==> src/sv/ccw_ram.sv <==
// generic synchronous ram: one write port, two read ports, registered reads
// no dependencies

module ccw_ram #(
  parameter int unsigned WIDTH = 8,
  parameter int unsigned DEPTH = 16
) (
  input  logic                     clk_i,
  input  logic                     we_i,
  input  logic [$clog2(DEPTH)-1:0] waddr_i,
  input  logic [WIDTH-1:0]         wdata_i,
  input  logic [$clog2(DEPTH)-1:0] raddr_a_i,
  input  logic [$clog2(DEPTH)-1:0] raddr_b_i,
  output logic [WIDTH-1:0]         rdata_a_o,
  output logic [WIDTH-1:0]         rdata_b_o
);

  logic [WIDTH-1:0] mem_q [DEPTH];
  logic [WIDTH-1:0] rdata_a_q;
  logic [WIDTH-1:0] rdata_b_q;

  always_ff @(posedge clk_i) begin
    if (we_i) begin
      mem_q[waddr_i] <= wdata_i;
    end
    rdata_a_q <= mem_q[raddr_a_i];
    rdata_b_q <= mem_q[raddr_b_i];
  end

  assign rdata_a_o = rdata_a_q;
  assign rdata_b_o = rdata_b_q;

endmodule

==> config.mk <==
export PLATFORM = sky130hd
export DESIGN_NAME = ccw_ram
export DESIGN_NICKNAME = d
export VERILOG_FILES = /design/src/sv/ccw_ram.sv
export SDC_FILE = /design/constraint.sdc
export NUM_CORES = 1
export LEC_CHECK = 0
export BUFFER_PORTS_ARGS = -buffer_cell sky130_fd_sc_hd__buf_2
export CELL_PAD_IN_SITES_DETAIL_PLACEMENT = 0
export CELL_PAD_IN_SITES_GLOBAL_PLACEMENT = 2
export CORE_MARGIN = 5
export CORE_UTILIZATION = 43
export DETAILED_ROUTE_END_ITERATION = 10
export PLACE_DENSITY = 0.75
export SLEW_MARGIN = 40
export SYNTH_ARGS = -nofsm -noshare
export SYNTH_HDL_FRONTEND = slang
export SYNTH_SLANG_ARGS = --single-unit
==> constraint.sdc <==
create_clock -name clk_i -period 1.8 [get_ports clk_i]
set_input_delay 0.36 -clock clk_i [delete_from_list [all_inputs] [get_ports clk_i]]
set_output_delay 0.36 -clock clk_i [all_outputs]
set_load 0.02 [all_outputs]
After elaboration in Yosys (flattened, before gate mapping)
Memory sizes are Yosys's and may differ from the RTL's. A register that Yosys moved wholly into a read port is not among the register bits.
Cells that the tools add are included.
{"block": "word_totals", "regBits": 0, "ram_bits": 128, "input_bits": 22, "out_inout_bits": 16, "wordCells": 3, "n_memories": 1}
{"name": "mem_q", "depth": 16, "width": 8, "read_ports": 2, "rd_clocked_by_memory_dff": 2, "write_ports": 1, "line_no": "18", "rtl": "logic [WIDTH-1:0] mem_q [DEPTH];"}
{"block": "classes", "muxes": 2}
{"cell": "two-way mux 1 bit", "count": 2}

Longest topological paths before layout
{"block": "logic_depth", "ltp_word": 2, "ltp_mapped": 5}

Worst setup path after synthesis
No wires, ideal clock.
{"block": "synth_timing", "path_type": "input to register", "from": "in waddr_i[2]", "to": "mem mem_q[0][0], enable pin", "setup_time_ns": 0.383, "arrival_time_ns": 1.470, "required_ns": 1.417, "path_slack_ns": -0.053, "cell_stages": 2, "n_path_buf": 0, "path_cell_list": "or3b_2 > nor3_1"}
{"item": "start, declared", "line_no": "10", "rtl": "input logic [$clog2(DEPTH)-1:0] waddr_i,"}
{"item": "end, declared", "line_no": "18"}
No word-level cell before the write port.

==> out/metrics.yaml <==
grt:
  grtUsageMet2: 0.284
  use_met3: 0.0424
  gr-usage-met1: 0.241
  grtUsageTotal: 0.179
  gr-total-overflow: 0
  grt.busiest_layer: "met2"
  antenna_found_initial: 0
  grt_pass1_vias: 3600
  grt_pass1_wl_mm: 22.5
  grt_max_degree: 33
synthesis:
  synth_top_cell_by_area: "edfxtp_1"
  yosys.area_share.adder: 0
  yosys.area_share.simple: 0.0343
  yosys-top-cells-area: "edfxtp_1 61%, mux4_2 12%, mux4_1 12%"
  synth_top_family_by_area: "multiplexers"
  synth_cells: 307
  syn-num-nets: 329
  ys_types: 20
  synth.top_cell.area_share: 0.606
  synthMuxAreaShare: 0.244
  synth_compound_area_frac: 0.0379
  postSynthAreaPerCell_um2: 20.7
  synth-xor-area-share: 0
  ys_warn_count: 0
  yosysSeqAreaShare: 0.656
  syn_area_um2: 6350
  ys_ff_latch: 144
power:
  power_leakage_nw: 2.60
  vdd_drop_max_mv: 0.652
  p_total_w: 0.00760
  powerDensity_nw_per_um2: 1020
layout:
  layout_commonest_cell: "edfxtp_1"
  final_nets: 395
  diodes: 0
  fill_cells: 1187
  layout_common_cells: "128 x edfxtp_1, 37 x buf_2, 34 x mux4_2"
  syn_to_final_growth_pct: 17.2
  drive_above_1_share: 0.347
drt:
  final_antenna_net_count: 0
  first_iter_violations: 340
  via_per_inst: 6.04
  post_drt_wl_per_cell_um: 26.5
  wl_mm: 15.1
  route.detailed.drc: 0
  drt_pass1_iterations: 5
  vias: 3445
cts:
  tritoncts: "yes"
  h-tree-depth: 4
  post_cts_buffers: 0
  clock_latency_ns: 0.42
  clkTransAtPathRegs_ns: 0.05
  cts_hold_buf: 0
  ctsRootBufferMaster: "clkbuf_16"
  cts_buffer_depth: 2
  cts-resized-gates: 0
  numCtsBuffers: 17
  cts_sinks: 144
sta:
  setup_viol_count_final: 0
  finClkSkew_ns: 0.0168
  min_period_ns: 1.41
  slew_headroom: 0.603
  hold_violations: 0
  holdWs_ns: 0.320
  drv_slew: 0
  fin_setup_tns_ns: 0
  worst_pin_slew_ns: 0.595
  max_freq_ghz: 0.707
  fin_crit_sh: 0.786
  grt_setup_unrepaired: "false"
placement:
  io_buffer_count: 37
  place_congestion: 0.725
  dpl.hpwl_mm: 9.63
floorplanning:
  io_pins: 38
  start_util: 0.438
  core-area_um2: 14500
  dieArea_um2: 17300
  die_x_um: 131
  row_count: 44
  die_h_um: 131
min_path:
  worst_hold_path_type: "in -> reg"
critical_path:
  cp-start-kind: "flip-flop"
  worst-path-max-fanout: 2
  crit_arrival_ns: 1.71
  endpoint_kind: "flip-flop"
  crit_type: "reg -> reg"
  cp.required_ns: 2.10
status:
  status: "completed"
flow_run:
  cap_violations: 0
-- kinds of logic (layout without fill, tap and decap cells) --
logic type | Yosys count | after routing
compound gates | 32 | 32
flops | 144 | 144
mux | 64 | 64
simple gates | 47 | 47
buf+inv | 20 | 99
-- synth_stat cells (all sizes together) --
cell type      count
nor2              14
buf               14
clkdlybuf4s25      6
dfxtp             16
nor2b              2
a22oi             32
nand3b             2
nand2b             2
or3b               1
and2b              2
mux4              64
edfxtp           128
nor3               4
nand3              1
and2               2
nand2             17
-- area by class of cell --
cell class                      count  area [um^2]  share of cell area
Clock buffer                       24          482              0.0648
Clock inverter                      8         61.3             0.00825
Multi-Input combinational cell    143         2020               0.272
Sequential cell                   144         4160               0.560
Tap cell                          184          230              0.0310
Timing Repair Buffer               67          473              0.0636
-- report_power, final --
| part | total [W] | leakage [nW] | internal, W | switching [W] |
|---|---|---|---|---|
| logic | 0.000619 | 1.04 | 0.000276 | 0.000343 |
| registers | 0.00378 | 1.29 | 0.00374 | 0.0000372 |
| clock network | 0.00320 | 0.270 | 0.00198 | 0.00122 |
| total | 0.00760 | 2.60 | 0.00600 | 0.00160 |
-- worst paths after layout --
path | depth (start not counted) | slack (ns) | from | end
setup / recovery | 3 | 0.39 | mem_q[3][0] | rdata_a_o[0]
hold / removal | 1 | 0.32 | wdata_i[5] | mem_q[6][5]
setup reg to reg | 3 | 0.39 | mem_q[3][0] | rdata_a_o[0]
hold reg to reg | 3 | 0.69 | mem_q[14][3] | rdata_b_o[3]
-- worst max-delay path, cell delays in order, from the launching register on --
cell      delay, ns
edfxtp_1       0.38
mux4_4         0.60
a22oi_1        0.24
nand2_1        0.07
-- sequential cells by signal, indices dropped and copies added (netlist names) --
signal and cells:
mem_q 128, rdata_a_o 8, rdata_b_o 8
-- routing by layer --
metal	routed length [um]	part of all wire	vias up
li1	-	-	1474
met5	0	0	-
met1	6460	0.43	1826
met2	7400	0.49	126
met3	932	0.062	19
met4	299	0.020	0
-- through the flow --
stage | cell area, um^2 | setup WS [ns] | std cells | utilization
floorplan | 6350 | 0.174 | 307 | -
CTS | 7430 | 0.382 | 570 | 0.513
global route | 7430 | 0.313 | 570 | 0.513
finish | 7430 | 0.386 | 570 | 0.513
detailed placement | 6890 | -0.0489 | 538 | 0.476
global placement | 6880 | -0.0700 | 538 | 0.475
Power figures use the tool's default switching activity.
