File: config.mk
export PLATFORM = sky130hd
export DESIGN_NAME = ccw_seq
export DESIGN_NICKNAME = d
export VERILOG_FILES = /design/src/sv/ccw_pkg.sv /design/src/sv/ccw_seq.sv
export SDC_FILE = /design/constraint.sdc
export NUM_CORES = 1
export LEC_CHECK = 0
export ABC_AREA = 1
export ABC_CLOCK_PERIOD_IN_PS = 2400
export BUFFER_PORTS_ARGS = -buffer_cell sky130_fd_sc_hd__clkbuf_2
export CORE_UTILIZATION = 58
export DETAILED_ROUTE_END_ITERATION = 8
export HOLD_SLACK_MARGIN = 0.12
export PLACE_DENSITY = 0.85
export REMOVE_ABC_BUFFERS = 1
export SLEW_MARGIN = 20
export SYNTH_ARGS = -nofsm -noshare
export SYNTH_HDL_FRONTEND = slang
export SYNTH_SLANG_ARGS = --single-unit
export TNS_END_PERCENT = 1
File: constraint.sdc
create_clock -name clk_i -period 2.4 [get_ports clk_i]
set_clock_uncertainty 0.05 [all_clocks]
set_input_delay 0 -clock clk_i [delete_from_list [all_inputs] [get_ports clk_i]]
set_output_delay 0 -clock clk_i [all_outputs]
set_load 0.02 [all_outputs]
File: src/sv/ccw_pkg.sv
// shared types and constants of the coin change way counter
// no dependencies; used by every other file of the block but ccw_ram

package ccw_pkg;

  localparam int unsigned AMT_W      = 15;
  localparam int unsigned WAY_W      = 63;
  localparam int unsigned COIN_W     = 14;
  localparam int unsigned COIN_IDX_W = 4;

  // source of the word written into the ways table
  typedef enum logic [1:0] {
    WR_ZERO,
    WR_ONE,
    WR_SUM
  } wr_src_e;

  // sequencer to datapath control
  typedef struct packed {
    logic    we;
    wr_src_e src;
    logic    out_load;
    logic    out_zero;
  } ccw_ctl_t;

  // coin and note values in cents, largest first; unused slots are zero
  function automatic logic [COIN_W-1:0] coin_value(input logic [COIN_IDX_W-1:0] idx);
    logic [COIN_W-1:0] val;
    unique case (idx)
      4'd0:    val = 14'd10000;
      4'd1:    val = 14'd5000;
      4'd2:    val = 14'd2000;
      4'd3:    val = 14'd1000;
      4'd4:    val = 14'd500;
      4'd5:    val = 14'd200;
      4'd6:    val = 14'd100;
      4'd7:    val = 14'd50;
      4'd8:    val = 14'd20;
      4'd9:    val = 14'd10;
      4'd10:   val = 14'd5;
      default: val = '0;
    endcase
    return val;
  endfunction

endpackage

File: src/sv/ccw_seq.sv
// sequencer: table clear sweep, per-coin fill passes and query lookups
// depends on ccw_pkg; drives the addresses of ccw_ram and the datapath control

module ccw_seq #(
  parameter int unsigned MAX_AMOUNT = 32767,
  parameter int unsigned NUM_COINS  = 11
) (
  input  logic                              clk_i,
  input  logic                              rst_ni,
  input  logic                              in_valid_i,
  input  logic [ccw_pkg::AMT_W-1:0]         amount_i,
  input  logic                              out_busy_i,
  output logic                              in_ready_o,
  output logic [$clog2(MAX_AMOUNT+1)-1:0]   raddr_a_o,
  output logic [$clog2(MAX_AMOUNT+1)-1:0]   raddr_b_o,
  output logic [$clog2(MAX_AMOUNT+1)-1:0]   waddr_o,
  output ccw_pkg::ccw_ctl_t                 ctl_o
);

  localparam int unsigned AW  = $clog2(MAX_AMOUNT + 1);
  localparam int unsigned CIW = $clog2(NUM_COINS + 1);

  typedef enum logic [2:0] {
    S_IDLE,
    S_CLEAR,
    S_COIN,
    S_FILL,
    S_LOOK,
    S_RESULT
  } state_e;

  state_e                      state_q;
  logic                        built_q;
  logic [ccw_pkg::AMT_W-1:0]   amount_q;
  logic [AW-1:0]               addr_q;
  logic [CIW-1:0]              coin_q;
  logic [ccw_pkg::COIN_W-1:0]  coin_val_q;
  logic                        pend_q;
  logic [AW-1:0]               pend_addr_q;

  logic [ccw_pkg::COIN_W-1:0]  coin_val;
  logic                        coin_skip;
  logic                        addr_last;
  logic                        amt_in_range;

  assign coin_val     = ccw_pkg::coin_value(ccw_pkg::COIN_IDX_W'(coin_q));
  assign coin_skip    = (coin_val == '0) || (17'(coin_val) > 17'(MAX_AMOUNT));
  assign addr_last    = (addr_q == AW'(MAX_AMOUNT));
  assign amt_in_range = (17'(amount_q) <= 17'(MAX_AMOUNT));

  assign in_ready_o = (state_q == S_IDLE);

  always_comb begin
    unique case (state_q)
      S_IDLE:  raddr_a_o = AW'(amount_i);
      S_FILL:  raddr_a_o = addr_q;
      default: raddr_a_o = AW'(amount_q);
    endcase
    raddr_b_o = addr_q - AW'(coin_val_q);
    waddr_o   = (state_q == S_CLEAR) ? addr_q : pend_addr_q;

    ctl_o.we       = (state_q == S_CLEAR) || pend_q;
    ctl_o.src      = ccw_pkg::WR_SUM;
    if (state_q == S_CLEAR) begin
      ctl_o.src = (addr_q == '0) ? ccw_pkg::WR_ONE : ccw_pkg::WR_ZERO;
    end
    ctl_o.out_load = (state_q == S_RESULT) && !out_busy_i;
    ctl_o.out_zero = !amt_in_range;
  end

  always_ff @(posedge clk_i or negedge rst_ni) begin
    if (!rst_ni) begin
      state_q     <= S_IDLE;
      built_q     <= 1'b0;
      amount_q    <= '0;
      addr_q      <= '0;
      coin_q      <= '0;
      coin_val_q  <= '0;
      pend_q      <= 1'b0;
      pend_addr_q <= '0;
    end else begin
      pend_q <= 1'b0;
      unique case (state_q)
        S_IDLE: begin
          if (in_valid_i) begin
            amount_q <= amount_i;
            addr_q   <= '0;
            state_q  <= built_q ? S_RESULT : S_CLEAR;
          end
        end
        S_CLEAR: begin
          addr_q <= addr_q + 1'b1;
          if (addr_last) begin
            coin_q  <= '0;
            state_q <= S_COIN;
          end
        end
        S_COIN: begin
          // passing through this state between passes lets the last write of a pass land
          if (coin_q == CIW'(NUM_COINS)) begin
            built_q <= 1'b1;
            state_q <= S_LOOK;
          end else if (coin_skip) begin
            coin_q <= coin_q + 1'b1;
          end else begin
            coin_val_q <= coin_val;
            addr_q     <= AW'(coin_val);
            state_q    <= S_FILL;
          end
        end
        S_FILL: begin
          // ways[a] += ways[a - coin]; sum is written in the cycle after the reads
          pend_q      <= 1'b1;
          pend_addr_q <= addr_q;
          addr_q      <= addr_q + 1'b1;
          if (addr_last) begin
            coin_q  <= coin_q + 1'b1;
            state_q <= S_COIN;
          end
        end
        S_LOOK: begin
          state_q <= S_RESULT;
        end
        S_RESULT: begin
          if (!out_busy_i) begin
            state_q <= S_IDLE;
          end
        end
        default: begin
          state_q <= S_IDLE;
        end
      endcase
    end
  end

endmodule

Word-level counts from Yosys, hierarchy flattened
Memories as Yosys holds them, arrays and structs flattened.
Cells that the tools add are included.

storage, ports and cells
  word-level logic and storage cells = 66
  bits of input ports = 19
  memory bits (read-only) = 208
  memories kept = 1
  output and inout port bits = 51
  register bits after elaboration = 68

memories
  name              words  width  rd ports  clocked after Yosys merged registers in  wr ports  line           RTL
  (name not given)  16     13     1         0                                        0         ccw_pkg.sv:29  unique case (idx)

operators by class
  bitwise operators = 2
  eq/ne operators = 16
  muxes and demuxes = 21
  add/subtract/negate cells = 3
  reductions and logical operators = 15

operators with widths
  kind                                                             number
  15-bit 2-to-1 mux                                                4
  15-bit case mux with 3 select lines                              1
  15-bit case mux with 2 select lines                              1
  3-bit 2-to-1 mux                                                 6
  4-bit 2-to-1 mux                                                 4
  15-bit by 1-bit adder with 15-bit output, second input constant  1
  15-bit == test, second input constant                            1
  15-bit zero test                                                 1
  3-bit case mux with 5 select lines                               1
  15-bit by 14-bit subtractor with 15-bit output                   1
  14-bit zero test                                                 1
  2-bit != test, second input constant                             7
  4-bit case mux with 3 select lines                               1
  4-bit AND reduction                                              2
  3-bit by 2-bit == test with 1-bit output, second input constant  2
  3-bit == test, second input constant                             2
  3-bit nonzero test                                               2
  5-bit AND reduction                                              1
  4-bit by 1-bit adder with 4-bit output, second input constant    1
  4-bit == test, second input constant                             1
  2-bit AND reduction                                              2
  3-bit by 1-bit == test with 1-bit output, second input constant  1
  3-bit zero test                                                  1
  3-bit != test, second input constant                             1
  other kinds (9)                                                  11

Depth between registers and ports, before layout
An unclocked memory read counts as a cell.

  word-level depth = 5
  gate-level depth with buffers = 13
  depth with buffers taken out = 13

Least setup slack after synthesis
OpenSTA, ideal clock, no wires.

  kind = reg-to-output
  from = register addr_q[0]
  to = output port raddr_b_o[8]
  stages on the path, launching flop included = 8
  path buffers = 0
  data required time = 2.350 ns
  data arrival time = 2.030 ns
  setup slack = 0.320 ns
  cells stage by stage = dfrtp_1 -> inv_1 -> ha_1 -> fa_1 -> o21ai_1 -> a21oi_1 -> o21ai_0 -> xor2_1

between the ends
  word-level cells in the longest chain between the ends = 1

RTL lines
  item                                            line            RTL
  start: declaration                              ccw_seq.sv:35   logic [AW-1:0] addr_q;
  start signal: assignment                        ccw_seq.sv:92   addr_q <= addr_q + 1'b1;
  start signal: assignment                        ccw_seq.sv:107  addr_q <= AW'(coin_val);
  start signal: assignment                        ccw_seq.sv:115  addr_q <= addr_q + 1'b1;
  15-bit by 14-bit subtractor with 15-bit output  ccw_seq.sv:59   raddr_b_o = addr_q - AW'(coin_val_q);
  end: declaration                                ccw_seq.sv:15   output logic [$clog2(MAX_AMOUNT+1)-1:0] raddr_b_o,

Every way passes these cells.

Worst setup path after layout
  from = register addr_q[0]
  to = output port raddr_b_o[14]

Same word-level chain as after synthesis.

==> metrics.md <==
| Metric | Value |
|---|---|
| Status | `complete, no violations` |
| Top-count cell post-synth | `nand2_1` |
| Initial antenna violation count | `0` |
| Routed len/inst | `approximately 15 µm` |
| Met3 wire len | `698 µm` |
| Final Critical Period | `roughly 2400 ps` |
| DIE AREA | `about 0.0082 mm²` |
| CTS Buf Count | `9` |
| Core area | `~0.0074 mm²` |
| Vias in the first global route | `4341` |
| Hold Path Depth | `5` |
| Worst reg-to-reg path cell count | `10` |
| Fin crit share | `between 90% and 100%` |
| Worst Path Max Fanout | `3` |
| Vias per Instance | `roughly 5.6` |
| Design area | `about 0.0054 mm²` |
| Number of synthesized register bits | `67` |
| Crit Path Category | `reg -> out` |
| Synth-to-Final Area Change | `19.3%` |
| Final RePlAce weighted congestion | `slightly below 0.9` |
| Post-synthesis sequential area ratio | `a little under two fifths` |
| Detail Placement HPWL | `approximately 8.5 mm` |
| Worst r2r src | `coin_q[0]$_DFFE_PN0P_` |
| Post-DP Area | `roughly 0.005 mm²` |
| Primary FF master, synth | `dfrtp_1` |
| Worst hold start | `in_valid_i` |
| WL final | `~12 mm` |
| Endpoint required time on the critical path | `2350 ps` |
| Nets@finish | `757` |
| Fin. Hold Viols | `0` |
| PwrDens | `1580 mW/mm²` |
| CTS tree | `yes` |
| Fin Setup TNS | `0 ps` |
| Overall routing resource usage | `29.7%` |
| # IOs | `70` |
| Die Y | `90.4 µm` |
| Max capacitance violation total | `0` |
| Avg Cell Area, Syn | `7.15 µm²` |
| Clk root buf | `clkbuf_8` |
| N_diodes | `0` |
| GRT overflow | `0` |
| Min-delay worst type | `in -> reg` |
| Clk sink count | `67` |
| Top cells by count, synth | `nand2_1 (169), inv_1 (90), dfrtp_1 (67)` |
| Worst Hold Path EP | `state_q[1]$_DFFE_PN0P_` |
| Largest net degree at the start of global routing | `40` |
| Area leader, netlist | `dfrtp_1` |
| Routed wl met2 | `6.19 mm` |
| EDFF count, synth | `0` |
| Reg clk slew, reported paths | `about 70 ps` |
| Max Freq | `around 420 MHz` |
| H-tree levels | `3` |
| Worst slew pin tran | `just over 800 ps` |
| CP startpoint kind | `flop` |
| Synth Cell Area | `between 0.004 and 0.005 mm²` |
| DRT iter0 DRCs | `363` |
| Max Used Layer | `met4` |
| R2r setup slk | `approximately 170 ps` |
| Top-area cell type share of the netlist area | `37.0%` |
| Distinct cells, synth | `39` |
| Peak supply drop | `roughly 1000 µV` |
| Max Root-Sink Buffers | `2` |
| Post-Synthesis Cells | `approximately 630` |
| Router iterations before antenna repair | `5` |
| Number of fillers in the final layout | `just under 600` |
| Hold_ws | `roughly 180 ps` |
| Lkg Pwr | `2.79 nW` |
| Port Buf Inserts | `68` |
| Rows | `31` |
| Top cells by area, synth | `dfrtp_1 (37%), nand2_1 (14%), inv_1 (7.5%)` |
| Die width | `between 90 and 100 µm` |
| M1 WL | `slightly below 5 mm` |
| Layout cells sized above 1 | `around a fifth` |
| Synth warnings | `0` |
| Share of flip-flops with an asynchronous set or reset | `100%` |
| RSZ-0062 raised after global routing | `yes` |
| Reg-to-reg endpoint | `addr_q[1]$_DFFE_PN0P_` |
| CP arrival | `between 2000 and 2500 ps` |
| Slew Viols, Final | `0` |
| Rel. slew slack | `around 46%` |
| ANT nets after route | `0` |
| Starting Density | `61.2%` |
| Final setup viols | `0` |
| CP endpoint kind | `primary output` |
| DRC Markers | `0` |
| Via total after detailed routing | `4619` |
| First-pass GRT wire length | `a little under 20 mm` |
| Worst-Skew Late Latency | `350 ps` |
[placed cells by master, fill, tap and decap left out, types with 4 or more instances in the layout]
cell             n
nand2_1        168
inv_1           88
clkbuf_2        67
dfrtp_1         62
o21ai_0         60
nand3_1         44
nor2_1          35
a21oi_1         19
o211ai_1        17
ha_1            17
dlygate4sd3_1   17
nand4_1         13
xor2_1          11
buf_4           10
clkbuf_8         9
a21oi_2          8
inv_2            6
nor3_1           6
o21ai_1          5
dfrtp_2          5
or2_2            4
xnor2_1          4
[metrics by stage]
stage	util [%]	std cells	setup slack, ps	total power [W]
2_1_floorplan	-	608	-457	0.00561
3_3_place_gp	66.5	783	204	0.00710
3_5_place_dp	66.5	783	92.1	0.00727
4_1_cts	71.6	816	1.88	0.00827
5_1_grt	73.0	819	-116	0.00916
6_report	73.0	819	25.2	0.00854
[cell families after synthesis]
kind of cell / count (synthesis) / synth area share [%]
and+or+nand+nor: 288 / 27.7
AOI/OAI and AO/OA: 118 / 14.7
xor gates and xnor gates: 15 / 2.90
other: 1 / 0.0827
DFF: 67 / 37.0
adders and majority gates: 23 / 6.51
buffers and inverters: 122 / 11.1
[state kept, by name, indices dropped and copies added, names as in the netlist]
signal and flops:
state_q 3, built_q 1, pend_q 1, coin_q 4, coin_val_q 13, addr_q 15, amount_q 15, pend_addr_q 15
[timing repair]
action                                 4_1_cts  5_1_grt
pin swaps                                    2        4
setup endpoints to repair                    8       33
endpoints found under the hold margin       44        0
hold buffers                                17        0
resized for setup                            8       22
setup buffers                                0        3
[layout make-up]
type	instances	area [µm²]	area share [%]
Sequential cell	67	1680	31.1
Clock inverter	5	53.8	0.995
Clock buffer	11	131	2.43
Tap cell	99	124	2.29
Timing Repair Buffer	96	608	11.2
Inverter	96	367	6.78
Multi-Input combinational cell	445	2440	45.1
[power by group]
| group | total [W] | switching (W) | internal, W |
|---|---|---|---|
| Sequential | 0.00196 | 0.000400 | 0.00156 |
| Combinational | 0.00567 | 0.00374 | 0.00193 |
| Clock | 0.000904 | 0.000427 | 0.000477 |
[worst max-delay path by stage]
stage	to	slack, ps	cells past startpoint	from
2_1_floorplan	ctl_o[2]	-460	6	state_q[2]$_DFFE_PN0P_
5_1_grt	raddr_b_o[14]	-120	11	addr_q[0]$_DFFE_PN0P_
3_3_place_gp	raddr_b_o[14]	200	10	addr_q[1]$_DFFE_PN0P_
6_report	raddr_b_o[14]	30	11	addr_q[0]$_DFFE_PN0P_
3_5_place_dp	addr_q[1]$_DFFE_PN0P_	90	10	coin_q[0]$_DFFE_PN0P_
4_1_cts	raddr_b_o[14]	2	11	addr_q[0]$_DFFE_PN0P_
[worst max-delay path, stage by stage (launching register included)]
cell	delay, ps
dfrtp_1	380
inv_2	80
ha_4	180
fa_2	430
o21ai_4	200
a21oi_2	100
nor3_2	190
nand2_1	110
nand2_1	70
nand2_1	40
nand2_1	60
clkbuf_4	160
[layer usage]
metal  global-route usage (%)  vias up
met3                     4.97       38
met2                     51.8      203
li1                         -     2215
met4                     11.6        0
met1                     36.7     2163
met5                        0        -
(Power assumes the default switching activity.)
